## src/stp_pkg.sv

```systemverilog
// ----------------------------------------------------------------------------
// stp_pkg
// Shared constants and types for the software timer pool.
// ----------------------------------------------------------------------------
package stp_pkg;

    localparam int NUM_TIMERS_DEF     = 8;
    localparam int ADDRESSABLE_SLOTS  = 8;

    localparam int ACTION_W   = 3;
    localparam int SLOT_W     = 3;
    localparam int DUR_W      = 32;
    localparam int TIME_W     = 32;
    localparam int GRANT_W    = 4;
    localparam int TICK_W     = 4;

    localparam int IN_TDATA_W  = 40;   // 3 + 3 + 32, padded to bytes
    localparam int OUT_TDATA_W = 8;    // 4 + 1, padded to bytes

    localparam logic [ACTION_W-1:0] ACT_TICK     = 3'd0;
    localparam logic [ACTION_W-1:0] ACT_ALLOC    = 3'd1;
    localparam logic [ACTION_W-1:0] ACT_CHECK    = 3'd2;
    localparam logic [ACTION_W-1:0] ACT_RESTART  = 3'd3;
    localparam logic [ACTION_W-1:0] ACT_RELEASE  = 3'd4;

    localparam logic [GRANT_W-1:0]  SLOT_NONE        = 4'd8;
    localparam logic [7:0]          TOP_BYTE_LIMIT   = 8'hF0;
    localparam logic [DUR_W-1:0]    CLAMPED_DURATION = 32'hF0FF_FFFF;
    localparam logic [TICK_W-1:0]   TICK_INC_RESET   = 4'd2;

    // flag update operations
    localparam logic [2:0] FLG_NONE    = 3'd0;
    localparam logic [2:0] FLG_ALLOC   = 3'd1;
    localparam logic [2:0] FLG_RESTART = 3'd2;
    localparam logic [2:0] FLG_RELEASE = 3'd3;
    localparam logic [2:0] FLG_EXPIRE  = 3'd4;

    typedef struct packed {
        logic [2:0] op;
        logic       busy_set;   // allocated duration is nonzero
    } flag_upd_t;

endpackage

```

## src/stp_slot_mem.sv

```systemverilog
// ----------------------------------------------------------------------------
// stp_slot_mem
// Start time and duration store, one write port, one registered read port.
// ----------------------------------------------------------------------------
module stp_slot_mem #(
    parameter int NUM_TIMERS = stp_pkg::NUM_TIMERS_DEF,
    parameter int AW         = 3
) (
    input  logic                     clk,
    input  logic                     wr_start_en,
    input  logic                     wr_dur_en,
    input  logic [AW-1:0]            wr_addr,
    input  logic [stp_pkg::TIME_W-1:0] wr_start,
    input  logic [stp_pkg::DUR_W-1:0]  wr_dur,
    input  logic                     rd_en,
    input  logic [AW-1:0]            rd_addr,
    output logic [stp_pkg::TIME_W-1:0] rd_start,
    output logic [stp_pkg::DUR_W-1:0]  rd_dur
);
    import stp_pkg::*;

    logic [TIME_W-1:0] start_mem [NUM_TIMERS];
    logic [DUR_W-1:0]  dur_mem   [NUM_TIMERS];

    always_ff @(posedge clk)
    begin
        if (wr_start_en)
        begin
            start_mem[wr_addr] <= wr_start;
        end
        if (wr_dur_en)
        begin
            dur_mem[wr_addr] <= wr_dur;
        end
        if (rd_en)
        begin
            rd_start <= start_mem[rd_addr];
            rd_dur   <= dur_mem[rd_addr];
        end
    end

endmodule

```

## src/stp_flags.sv

```systemverilog
// ----------------------------------------------------------------------------
// stp_flags
// Per-slot busy (duration nonzero) and running bits, plus lowest-free search.
// ----------------------------------------------------------------------------
module stp_flags #(
    parameter int NUM_TIMERS = stp_pkg::NUM_TIMERS_DEF,
    parameter int AW         = 3
) (
    input  logic                       clk,
    input  logic                       rst_n,
    input  stp_pkg::flag_upd_t         upd,
    input  logic [AW-1:0]              upd_addr,
    input  logic [AW-1:0]              q_addr,
    output logic                       q_busy,
    output logic                       q_running,
    output logic                       free_found,
    output logic [stp_pkg::SLOT_W-1:0] free_idx
);
    import stp_pkg::*;

    localparam int LIM = (NUM_TIMERS < ADDRESSABLE_SLOTS) ? NUM_TIMERS : ADDRESSABLE_SLOTS;

    logic [NUM_TIMERS-1:0] busy_reg, busy_next;
    logic [NUM_TIMERS-1:0] running_reg, running_next;

    always_comb
    begin
        busy_next    = busy_reg;
        running_next = running_reg;
        unique case (upd.op)
            FLG_ALLOC:
            begin
                busy_next[upd_addr]    = upd.busy_set;
                running_next[upd_addr] = 1'b1;
            end
            FLG_RESTART:
            begin
                running_next[upd_addr] = 1'b1;
            end
            FLG_RELEASE:
            begin
                busy_next[upd_addr]    = 1'b0;
                running_next[upd_addr] = 1'b0;
            end
            FLG_EXPIRE:
            begin
                running_next[upd_addr] = 1'b0;
            end
            default:
            begin
            end
        endcase
    end

    always_ff @(posedge clk or negedge rst_n)
    begin
        if (!rst_n)
        begin
            busy_reg    <= '0;
            running_reg <= '0;
        end
        else
        begin
            busy_reg    <= busy_next;
            running_reg <= running_next;
        end
    end

    assign q_busy    = busy_reg[q_addr];
    assign q_running = running_reg[q_addr];

    // lowest index wins
    always_comb
    begin
        free_found = 1'b0;
        free_idx   = '0;
        for (int i = LIM - 1; i >= 0; i--)
        begin
            if (!busy_reg[i])
            begin
                free_found = 1'b1;
                free_idx   = SLOT_W'(i);
            end
        end
    end

endmodule

```

## src/software_timer_pool_core.sv

```systemverilog
// ----------------------------------------------------------------------------
// software_timer_pool_core
// Microsecond time base advanced by tick words, with a pool of one-shot timer slots.
// ----------------------------------------------------------------------------
// Every input word yields exactly one output word. Tick, allocate, restart,
// release and unknown actions can follow back to back while the output is not
// stalled; a check of an existing slot passes through a check state, because
// the start time and duration come out of the slot memory registered, before
// the elapsed-time compare. Checks of nonexistent slots are answered directly.
// The output register lets a new word be accepted in the cycle its predecessor's
// result is taken. The tick increment may be changed only while idle.
module software_timer_pool_core #(
    parameter int NUM_TIMERS = stp_pkg::NUM_TIMERS_DEF
) (
    input  logic                           clk,
    input  logic                           rst_n,
    input  logic                           cfg_valid,
    output logic                           cfg_ready,
    input  logic [stp_pkg::TICK_W-1:0]     cfg_data,       // tick_increment
    input  logic                           s_tvalid,
    output logic                           s_tready,
    // [2:0] action, [5:3] slot_index, [37:6] duration_us, [39:38] zero
    input  logic [stp_pkg::IN_TDATA_W-1:0] s_tdata,
    output logic                           m_tvalid,
    input  logic                           m_tready,
    // [3:0] granted_slot, [4] expired, [7:5] zero
    output logic [stp_pkg::OUT_TDATA_W-1:0] m_tdata
);
    import stp_pkg::*;

    localparam int AW = (NUM_TIMERS > 1) ? $clog2(NUM_TIMERS) : 1;

    localparam logic ST_IDLE  = 1'b0;
    localparam logic ST_CHECK = 1'b1;

    logic                state_reg, state_next;
    logic [TICK_W-1:0]   tick_inc_reg;
    logic [TIME_W-1:0]   time_now_reg, time_now_next;
    logic [AW-1:0]       chk_addr_reg, chk_addr_next;
    logic                out_valid_reg, out_valid_next;
    logic [GRANT_W-1:0]  out_slot_reg, out_slot_next;
    logic                out_exp_reg, out_exp_next;

    logic [ACTION_W-1:0] action;
    logic [SLOT_W-1:0]   slot_index;
    logic [DUR_W-1:0]    duration_us;
    logic [DUR_W-1:0]    dur_clamped;
    logic                acc;
    logic                slot_ok;
    logic [AW-1:0]       slot_addr;

    logic                wr_start_en, wr_dur_en;
    logic [AW-1:0]       wr_addr;
    logic                rd_en;
    logic [TIME_W-1:0]   rd_start;
    logic [DUR_W-1:0]    rd_dur;

    flag_upd_t           upd;
    logic [AW-1:0]       upd_addr;
    logic                q_busy, q_running;
    logic                free_found;
    logic [SLOT_W-1:0]   free_idx;

    logic [TIME_W-1:0]   elapsed;
    logic [DUR_W-1:0]    dur_eff;
    logic                late;

    assign action      = s_tdata[2:0];
    assign slot_index  = s_tdata[5:3];
    assign duration_us = s_tdata[37:6];
    assign dur_clamped = (duration_us[31:24] > TOP_BYTE_LIMIT) ? CLAMPED_DURATION
                                                              : duration_us;

    assign cfg_ready = 1'b1;
    assign s_tready  = (state_reg == ST_IDLE) && (!out_valid_reg || m_tready);
    assign acc       = s_tvalid && s_tready;
    assign slot_ok   = (32'(slot_index) < NUM_TIMERS);
    assign slot_addr = AW'(slot_index);

    assign m_tvalid = out_valid_reg;
    assign m_tdata  = {3'b000, out_exp_reg, out_slot_reg};

    // check stage: data of chk_addr_reg is in rd_start / rd_dur
    assign elapsed = time_now_reg - rd_start;
    assign dur_eff = q_busy ? rd_dur : '0;
    assign late    = elapsed > dur_eff;

    always_comb
    begin
        state_next     = state_reg;
        time_now_next  = time_now_reg;
        chk_addr_next  = chk_addr_reg;
        out_valid_next = out_valid_reg && !m_tready;
        out_slot_next  = out_slot_reg;
        out_exp_next   = out_exp_reg;
        wr_start_en    = 1'b0;
        wr_dur_en      = 1'b0;
        wr_addr        = slot_addr;
        rd_en          = 1'b0;
        upd.op         = FLG_NONE;
        upd.busy_set   = 1'b0;
        upd_addr       = slot_addr;

        if (state_reg == ST_CHECK)
        begin
            out_valid_next = 1'b1;
            out_slot_next  = SLOT_NONE;
            out_exp_next   = !q_running || late;
            upd_addr       = chk_addr_reg;
            if (q_running && late)
            begin
                upd.op = FLG_EXPIRE;
            end
            state_next = ST_IDLE;
        end
        else if (acc)
        begin
            out_valid_next = 1'b1;
            out_slot_next  = SLOT_NONE;
            out_exp_next   = 1'b0;
            unique case (action)
                ACT_TICK:
                begin
                    time_now_next = time_now_reg + TIME_W'(tick_inc_reg);
                end
                ACT_ALLOC:
                begin
                    if (free_found)
                    begin
                        wr_start_en   = 1'b1;
                        wr_dur_en     = 1'b1;
                        wr_addr       = AW'(free_idx);
                        upd.op        = FLG_ALLOC;
                        upd.busy_set  = (dur_clamped != '0);
                        upd_addr      = AW'(free_idx);
                        out_slot_next = GRANT_W'(free_idx);
                    end
                end
                ACT_CHECK:
                begin
                    if (slot_ok)
                    begin
                        rd_en          = 1'b1;
                        chk_addr_next  = slot_addr;
                        out_valid_next = 1'b0;
                        state_next     = ST_CHECK;
                    end
                    else
                    begin
                        out_exp_next = 1'b1;
                    end
                end
                ACT_RESTART:
                begin
                    if (slot_ok)
                    begin
                        wr_start_en = 1'b1;
                        upd.op      = FLG_RESTART;
                    end
                end
                ACT_RELEASE:
                begin
                    if (slot_ok)
                    begin
                        upd.op = FLG_RELEASE;
                    end
                end
                default:
                begin
                end
            endcase
        end
    end

    always_ff @(posedge clk or negedge rst_n)
    begin
        if (!rst_n)
        begin
            state_reg     <= ST_IDLE;
            tick_inc_reg  <= TICK_INC_RESET;
            time_now_reg  <= '0;
            chk_addr_reg  <= '0;
            out_valid_reg <= 1'b0;
        end
        else
        begin
            state_reg     <= state_next;
            time_now_reg  <= time_now_next;
            chk_addr_reg  <= chk_addr_next;
            out_valid_reg <= out_valid_next;
            if (cfg_valid && cfg_ready)
            begin
                tick_inc_reg <= cfg_data;
            end
        end
    end

    always_ff @(posedge clk)
    begin
        out_slot_reg <= out_slot_next;
        out_exp_reg  <= out_exp_next;
    end

    stp_slot_mem #(
        .NUM_TIMERS (NUM_TIMERS),
        .AW         (AW)
    ) u_mem (
        .clk         (clk),
        .wr_start_en (wr_start_en),
        .wr_dur_en   (wr_dur_en),
        .wr_addr     (wr_addr),
        .wr_start    (time_now_reg),
        .wr_dur      (dur_clamped),
        .rd_en       (rd_en),
        .rd_addr     (slot_addr),
        .rd_start    (rd_start),
        .rd_dur      (rd_dur)
    );

    stp_flags #(
        .NUM_TIMERS (NUM_TIMERS),
        .AW         (AW)
    ) u_flags (
        .clk        (clk),
        .rst_n      (rst_n),
        .upd        (upd),
        .upd_addr   (upd_addr),
        .q_addr     (chk_addr_reg),
        .q_busy     (q_busy),
        .q_running  (q_running),
        .free_found (free_found),
        .free_idx   (free_idx)
    );

    // check state always returns to idle
    a_check_one_cycle: assert property (@(posedge clk) disable iff (!rst_n)
        (state_reg == ST_CHECK) |=> (state_reg == ST_IDLE))
        else $error("check stage did not return to idle");

    // output register must be empty while a check result is being formed
    a_check_out_free: assert property (@(posedge clk) disable iff (!rst_n)
        (state_reg == ST_CHECK) |-> !out_valid_reg)
        else $error("output occupied during check stage");

    // every accepted word other than a memory check produces a result next cycle
    a_direct_result: assert property (@(posedge clk) disable iff (!rst_n)
        (acc && !rd_en) |=> (out_valid_reg && state_reg == ST_IDLE))
        else $error("missing direct result");

    // memory read only issued for an accepted in-range check
    a_read_in_check: assert property (@(posedge clk) disable iff (!rst_n)
        rd_en |=> (state_reg == ST_CHECK))
        else $error("memory read without check stage");

    // a successful grant names a slot that now runs
    a_grant_running: assert property (@(posedge clk) disable iff (!rst_n)
        (upd.op == FLG_ALLOC) |=> (out_slot_reg != SLOT_NONE))
        else $error("allocate grant lost");

endmodule
```

## config.mk

```make
export PLATFORM = sky130hd
export DESIGN_NAME = software_timer_pool_core
export DESIGN_NICKNAME = d
export VERILOG_FILES = /design/src/stp_pkg.sv /design/src/stp_slot_mem.sv /design/src/stp_flags.sv /design/src/software_timer_pool_core.sv
export SDC_FILE = /design/constraint.sdc
export NUM_CORES = 1
export LEC_CHECK = 0
export BUFFER_PORTS_ARGS = -buffer_cell sky130_fd_sc_hd__buf_4
export CORE_AREA = 2 2 236 238
export CTS_CLUSTER_DIAMETER = 150
export DETAILED_ROUTE_END_ITERATION = 12
export DIE_AREA = 0 0 238 240
export MAX_ROUTING_LAYER = met4
export PLACE_DENSITY = 0.68
export SLEW_MARGIN = 20
export SYNTH_ARGS = -nofsm -noshare
export SYNTH_HDL_FRONTEND = slang
export SYNTH_SLANG_ARGS = --single-unit
```

## constraint.sdc

```tcl
create_clock -name clk -period 4.82 [get_ports clk]
set_clock_uncertainty 0.15 [all_clocks]
set_input_delay 0.723 -clock clk [delete_from_list [all_inputs] [get_ports clk]]
set_output_delay 0.723 -clock clk [all_outputs]
set_load 0.03 [all_outputs]
```

==> results of run 1 <==
## power groups by stage
stage          sequential, W  clock, W  combinational (W)
6_report             0.00623   0.00463            0.00124
3_3_place_gp         0.00634         0            0.00117
5_1_grt              0.00624   0.00491            0.00139
2_1_floorplan        0.00636         0           0.000808
4_1_cts              0.00623   0.00473            0.00123
3_5_place_dp         0.00635         0            0.00121
## through the flow
stage | setup TNS (ns) | total power, W | util | hold slack (ns) | setup WS (ns)
5_1_grt | -1.308 | 0.01254 | 0.5608 | 0.04804 | -0.1824
3_5_place_dp | -0.7736 | 0.007559 | 0.5232 | 0.2943 | -0.1563
3_3_place_gp | -0.6669 | 0.007512 | 0.5232 | 0.2836 | -0.1501
4_1_cts | 0 | 0.01219 | 0.5589 | 0.05872 | 0.03008
6_report | 0 | 0.01210 | 0.5608 | 0.008124 | 0.05425
2_1_floorplan | 0 | 0.007171 | - | 0.2774 | 0.2229
## cells in the final DEF (no fill, tap or decap), drive strengths merged, types with 39 or more instances in the layout
master	n
edfxtp	577
mux4	132
buf	117
nand2	95
clkbuf	78
mux2	77
ha	67
nor2	60
dfrtp	56
inv	48
a21oi	43
xnor2	39
## per-layer routing
layer	part of all wire	wire [um]
met1	0.45	24360
met2	0.49	26150
met3	0.040	2126
met4	0.021	1111
met5	0	0
## repair_timing
item | in CTS | in global routing
endpoints found under the hold margin | 0 | 0
setup endpoints to repair | 8 | 9
buffers inserted | 1 | 5
pin swaps | 4 | 20
gates resized for setup | 5 | 15
## how the worst max path moves through the flow
stage / from / to / slack (ns) / cells after the start
floorplan: time_now_reg[0] / register / 0.22 / 22
global placement: time_now_reg[0] / register / -0.15 / 23
detailed placement: time_now_reg[0] / register / -0.16 / 23
CTS: time_now_reg[0] / register / 0.03 / 23
global route: time_now_reg[0] / register / -0.18 / 23
finish: time_now_reg[0] / register / 0.05 / 23
## layout make-up
| cell class | instances | area, sq um | share of cell area |
|---|---|---|---|
| tap | 704 | 880.8 | 0.02874 |
| multi-input combinational | 764 | 7879 | 0.2570 |
| clock buffer | 77 | 1608 | 0.05245 |
| timing repair buffer | 118 | 954.7 | 0.03114 |
| clock inverter | 35 | 324.1 | 0.01057 |
| inverter | 46 | 172.7 | 0.005633 |
| sequential | 638 | 18830 | 0.6144 |
## cells by family (layout without fill, tap and decap cells)
logic type | count (synthesis) | in the layout
DFF | 638 | 638
and+or+nand+nor | 284 | 284
muxes | 211 | 211
AOI/OAI and AO/OA | 136 | 136
buffers and inverters | 99 | 276
adders and majority gates | 69 | 69
xor gates and xnor gates | 60 | 60
other | 2 | 4
## worst max-delay path, delay by kind of cell, from the launching register on
| family | cells | cell delay (ns) |
|---|---|---|
| AOI/OAI and AO/OA | 11 | 2.15 |
| adders and majority gates | 3 | 0.79 |
| and+or+nand+nor | 5 | 0.69 |
| DFF | 1 | 0.39 |
| buffers and inverters | 3 | 0.30 |
| xor gates and xnor gates | 1 | 0.17 |
## cell usage after synthesis (26+ instances only)
library cell,number,area [sq um]
edfxtp_1,577,17330
mux4_2,132,2973
nand2_1,93,349.1
mux2_2,72,810.8
ha_1,67,838.3
nor2_1,58,217.7
dfrtp_1,56,1401
inv_1,44,165.2
a21oi_1,42,210.2
xnor2_1,39,341.6
clkbuf_1,33,123.9
a21o_1,28,210.2
or2_2,26,162.7
==> flow_summary_export.csv, run 1 <==
group,metric,value,unit
run_status,status,"finished, final reports clean",
power_and_ir_drop,comb_power_share,0.102,
synth,synth_compound_area_frac,0.03556,
drt,wl_per_cell,22.57,um
grt,grtUsageMet2,0.3197,
grt,grt_first_pass_wirelength,83220,um
power_and_ir_drop,internal_power,0.009353,W
grt,grt.busiest_layer,"met2",
synth,synthMuxAreaShare,0.1437,
synth,synthAdderAreaFrac,0.03263,
synth,yosys_warnings,0,
synth,dominantRegCellSynth,"edfxtp_1",
place,place_congestion,0.7952,
floorplanning,core_area,0.05466,sq mm
timing,fmax,0.2098,GHz
timing,tightest_slew,0.9473,ns
worst_setup_path,path_common_cell,"a21oi_2",
worst_setup_path,max_stage_delay,0.44,ns
layout,fillers,4188,
floorplanning,initial_utilization,0.4924,
layout,layoutNonFillerInstCount,2382,
grt,grt_pass1_vias,14280,
layout,syn_to_final_growth,13.87,%
worst_setup_path,required,5.16,ns
worst_setup_path,critPathLaunchType,"register",
drt,drc,0,
timing,setup_viol,0,
grt,overflow,0,
cts,clock_sinks,638,
synth,synthXorXnorAreaFrac,0.01952,
power_and_ir_drop,power_density,394.9,mW/mm^2
cts,h-tree-depth,2,
power_and_ir_drop,clockPowerShare,0.383,
layout,top_regs,"u_mem.dur_mem: 256 flops, u_mem.start_mem: 256 flops",
worst_setup_path,critical_path_class,"reg -> reg",
layout,fin_nets,1747,
drt,detail-route-antenna-nets,0,
layout,layout-drive-gt1-share,0.2962,
timing,period_share,0.9887,
power_and_ir_drop,sw_frac_of_total,0.2273,
synth,synth_edf_count,577,
drt,via_per_inst,5.709,
job,maxCapViolCount,0,
synth,synth_area,0.02692,sq mm
drt,drt_iter0_drc,1028,
grt,antenna_found_initial,0,
grt,use_met1,0.2712,
cts,clk_pin_slew,0.06,ns
synth,netlist-cell-type-count,75,
worst_setup_path,reg2reg_from,"time_now_reg[0]",
grt,grt_max_degree,130,
synth,yosys.area_share.simple,0.05327,
cts,cts_tree,"yes",
synth,yosysSeqAreaShare,0.6997,
power_and_ir_drop,cellLeakagePower,10.09,nW
synth,syn_avg_cell_area,17.96,sq um
timing,rsz0062_at_grt,"yes",
place,hpwl,31010,um
layout,fin_area,0.03065,sq mm
timing,relSlewSlack,0.3678,
worst_setup_path,worstPathArrival,5.10,ns
drt,dr.pass1.iters,4,
worst_setup_path,r2r_slack,0.05,ns
timing,fin_crit,4.766,ns
worst_setup_path,reg2regPathDepth,23,
worst_setup_path,crit_path_cell_trace,"inv_2, ha_4, inv_2, fa_2, a21oi_2, nor2_1, o31ai_1, buf_4, a21oi_4, a2111o_1, a31o_1, a21oi_2, o21ai_2, xor2_1, ha_1, nand4_1, nor2_2, and4_4, o31a_1, nor3_4, a211o_1, a21oi_4, a21oi_2",
grt,use_met3,0.02457,
worst_setup_path,crit_fanout,4,
floorplanning,chipHeight,240,um
worst_setup_path,cp-end-kind,"register",
power_and_ir_drop,peakVddDrop,320.8,uV
cts,cts_inserted_buffers,61,
power_and_ir_drop,switching_power,0.002752,W
timing,maxSlewViolCount,0,
min_path,hold_class,"in -> async",
drt,num_vias,13600,
layout,antennaDiodeCount,0,
place,dpl_cell_area,0.02860,sq mm
synth,synthCells,1499,
synth,async_flop_share,0.08934,
synth,yosys_register_bits,638,
floorplanning,row_count,86,
cts,clock_latency,0.62,ns
drt,wirelength,53750,um
synth,synth_top_family_by_area,"multiplexers",
cts,clk_path_buf_depth,3,
timing,finalHoldViolations,0,
power_and_ir_drop,p_seq_frac,0.515,
cts,cts_hold_buf,0,
worst_setup_path,crit_slowest_cell,"a2111o_1",
floorplanning,pin_count,60,
place,port_buffers,53,
cts,cts-root-buf,"clkbuf_16",
grt,grt_use_total,0.1988,
floorplanning,die_w,238,um
floorplanning,die_area,0.05712,sq mm
place,dp_cells,2264,
Power figures use the tool's default switching activity.
==> inputs of run 2 (changes only) <==
Settings changed: ABC_AREA from default to 1, CORE_AREA 2 2 236 238 to 2 2 241 243, DIE_AREA 0 0 238 240 to 0 0 243 245.
==> run 2 against run 1 <==
Non-clock buffer count down 31. Sequential power rose by 2%. Area after synthesis grew 4.5%. First-iteration DRC count increased by 64%. Largest cell class unchanged.
==> flow_summary_export.csv, run 2 <==
group,metric,value,unit
worst_setup_path,cp-end-kind,"register",
floorplanning,core_area,0.05703,sq mm
cts,clk_pin_slew,0.06,ns
cts,clk_path_buf_depth,3,
grt,grt_max_degree,141,
cts,clock_latency,0.62,ns
layout,final_common_cell,"edfxtp_1",
cts,cts_setup_buffers,0,
place,place_ws,0.6991,ns
power_and_ir_drop,sw_frac_of_total,0.2466,
drt,drc,0,
synth,synthTopCellsByArea,"edfxtp_1 62%, nor2_1 7.2%, o21ai_0 5.3%",
timing,fmax,0.2309,GHz
synth,synth_area,0.02813,sq mm
job,maxCapViolCount,0,
timing,maxSlewViolCount,0,
timing,relSlewSlack,0.2309,
drt,drt_iter0_drc,1685,
synth,yosys.area.top_type,"edfxtp_1",
cts,cts_inserted_buffers,67,
layout,antennaDiodeCount,0,
layout,multi_input_area,0.008263,sq mm
layout,register_area,0.01883,sq mm
power_and_ir_drop,power_density,415.7,mW/mm^2
drt,via_per_inst,5.641,
cts,h-tree-depth,3,
synth,netlist-cell-type-count,49,
worst_setup_path,critPathLaunchType,"register",
synth,syn_avg_cell_area,11.15,sq um
synth,synth_top_area_frac,0.6158,
layout,syn_to_final_growth,12.76,%
grt,grt_use_total,0.2383,
power_and_ir_drop,clockPowerShare,0.409,
cts,cts-resized-gates,0,
timing,worst_slack,0.4899,ns
floorplanning,row_count,88,
synth,synthCells,2523,
power_and_ir_drop,cellLeakagePower,11.91,nW
worst_setup_path,critical_path_class,"reg -> reg",
grt,antenna_found_initial,0,
power_and_ir_drop,internal_power,0.009937,W
synth,synth_edf_count,577,
timing,finalHoldViolations,0,
run_status,status,"finished, final reports clean",
synth,yosysSeqAreaShare,0.6694,
cts,cts-root-buf,"clkbuf_16",
layout,layoutNonFillerInstCount,3380,
grt,grt_first_pass_wirelength,105700,um
layout,final_cell_mix,"577 x edfxtp_1, 538 x nor2_1, 299 x o21ai_0, 269 x nand2_1, 154 x inv_1",
layout,fillers,4743,
timing,rsz0062_at_grt,"no",
floorplanning,die_w,243,um
drt,wl_per_cell,20.45,um
drt,detail-route-antenna-nets,0,
worst_setup_path,required,5.17,ns
drt,num_vias,19070,
grt,overflow,0,
power_and_ir_drop,p_seq_frac,0.481,
layout,fin_nets,2681,
floorplanning,pin_count,60,
floorplanning,chipHeight,245,um
synth,yosys_warnings,0,
timing,setup_viol,0,
synth,async_flop_share,0.08934,
grt,grt_pass1_vias,18590,
worst_setup_path,worstPathArrival,4.68,ns
power_and_ir_drop,peakVddDrop,369.0,uV
timing,fin_crit,4.330,ns
cts,cts_tree,"yes",
min_path,hold_class,"in -> async",
power_and_ir_drop,switching_power,0.003252,W
drt,wirelength,69110,um
floorplanning,die_area,0.05954,sq mm
layout,top_regs,"u_mem.dur_mem: 256 flops, u_mem.start_mem: 256 flops",
timing,tightest_slew,1.143,ns
floorplanning,initial_utilization,0.4933,
power_and_ir_drop,comb_power_share,0.110,
cts,clock_sinks,638,
place,hpwl,40440,um
drt,dr.pass1.iters,6,
synth,netlist_top_cells_count,"577 x edfxtp_1, 541 x nor2_1, 299 x o21ai_0, 269 x nand2_1, 157 x inv_1",
synth,dominantRegCellSynth,"edfxtp_1",
synth,yosysMostFrequentCell,"edfxtp_1",
worst_setup_path,crit_fanout,13,
place,place_congestion,0.9220,
place,port_buffers,53,
synth,yosys_register_bits,638,
timing,period_share,0.8984,
place,dp_cells,3259,
layout,layout-drive-gt1-share,0.09369,
cts,cts_hold_buf,0,
## run 2: cell types whose count changed after synthesis, sizes merged, moves of 40 or more
cell	delta
mux2	-74
a31oi	+58
nand2	+181
clkbuf	+40
mux4	-132
o22ai	+63
inv	+114
o21ai	+283
nor2	+488
## run 2: layer usage
| metal | vias up | wire, um | GRT usage |
|---|---|---|---|
| met4 | 0 | 1486 | 0.06676 |
| li1 | 8933 | - | - |
| met1 | 9364 | 30550 | 0.3204 |
| met3 | 102 | 4093 | 0.03247 |
| met2 | 666 | 32980 | 0.3832 |
| met5 | - | 0 | - |
## run 2: power groups by stage
stage / Combinational (W) / Clock [W] / Sequential (W)
after global placement: 0.00141 / 0 / 0.00645
after floorplan: 0.00101 / 0 / 0.00641
final: 0.00145 / 0.00539 / 0.00634
after global routing: 0.00165 / 0.00570 / 0.00636
after CTS: 0.00146 / 0.00547 / 0.00634
after detailed placement: 0.00145 / 0 / 0.00646
## run 2: final cells by class
type	instances	share of cell area
Sequential cell	638	0.5937
Multi-Input combinational cell	1607	0.2605
Clock buffer	86	0.05735
Tap cell	765	0.03017
Timing Repair Buffer	87	0.02268
Inverter	162	0.01956
Clock inverter	35	0.01609
## run 2: final timing paths
kind | startpoint | end | slack [ns] | cells after the start
worst min register to register | out_slot_reg[2] | out_slot_reg[2] | 0.33 | 2
worst max register to register | time_now_reg[15] | register | 0.49 | 21
worst min-delay path | rst_n | m_tvalid | 0.11 | 1
worst max-delay path | time_now_reg[15] | register | 0.49 | 21
min in group clk | cfg_valid | tick_inc_reg[1] | 0.18 | 2
max in group asynchronous | rst_n | time_now_reg[18] | 3.82 | 1
## run 2: cells by family (layout without fill, tap and decap cells)
logic type      count (synthesis)  after routing  synth area share
simple gates                  947            947            0.1376
flops                         638            638            0.6694
compound gates                526            526            0.1024
buf+inv                       280            370           0.03989
fa+ha+maj                      69             69           0.03122
xor+xnor                       58             58           0.01806
mux                             3              3          0.001201
other cells                     2              4         0.0002669
## run 2: critical path, stage by stage (launching register included)
cell and delay, ns:
dfrtp_1 0.57, ha_1 0.51, nand2_1 0.15, o21ai_0 0.32
inv_1 0.07, o21ai_0 0.25, a21oi_1 0.07, nand2_1 0.11
nand2_1 0.06, nand2_1 0.07, xor2_1 0.28, ha_1 0.22
nand4_1 0.10, nor3_1 0.25, and3_1 0.25, nand2_1 0.06
nand2_1 0.16, nand3_1 0.12, nand2_1 0.21, nand2_1 0.08
nand2_1 0.07, nand2_1 0.05
## run 2: per-stage QoR
step	util	power [W]	area, sq um	setup TNS (ns)	hold WS [ns]
after floorplan	-	0.007422	28160	-64.07	0.2774
after global placement	0.5154	0.007858	29390	0	0.3145
after detailed placement	0.5154	0.007908	29390	0	0.3172
after CTS	0.5562	0.01327	31720	0	0.1237
after global routing	0.5562	0.01371	31720	0	0.1471
final	0.5562	0.01319	31720	0	0.1099
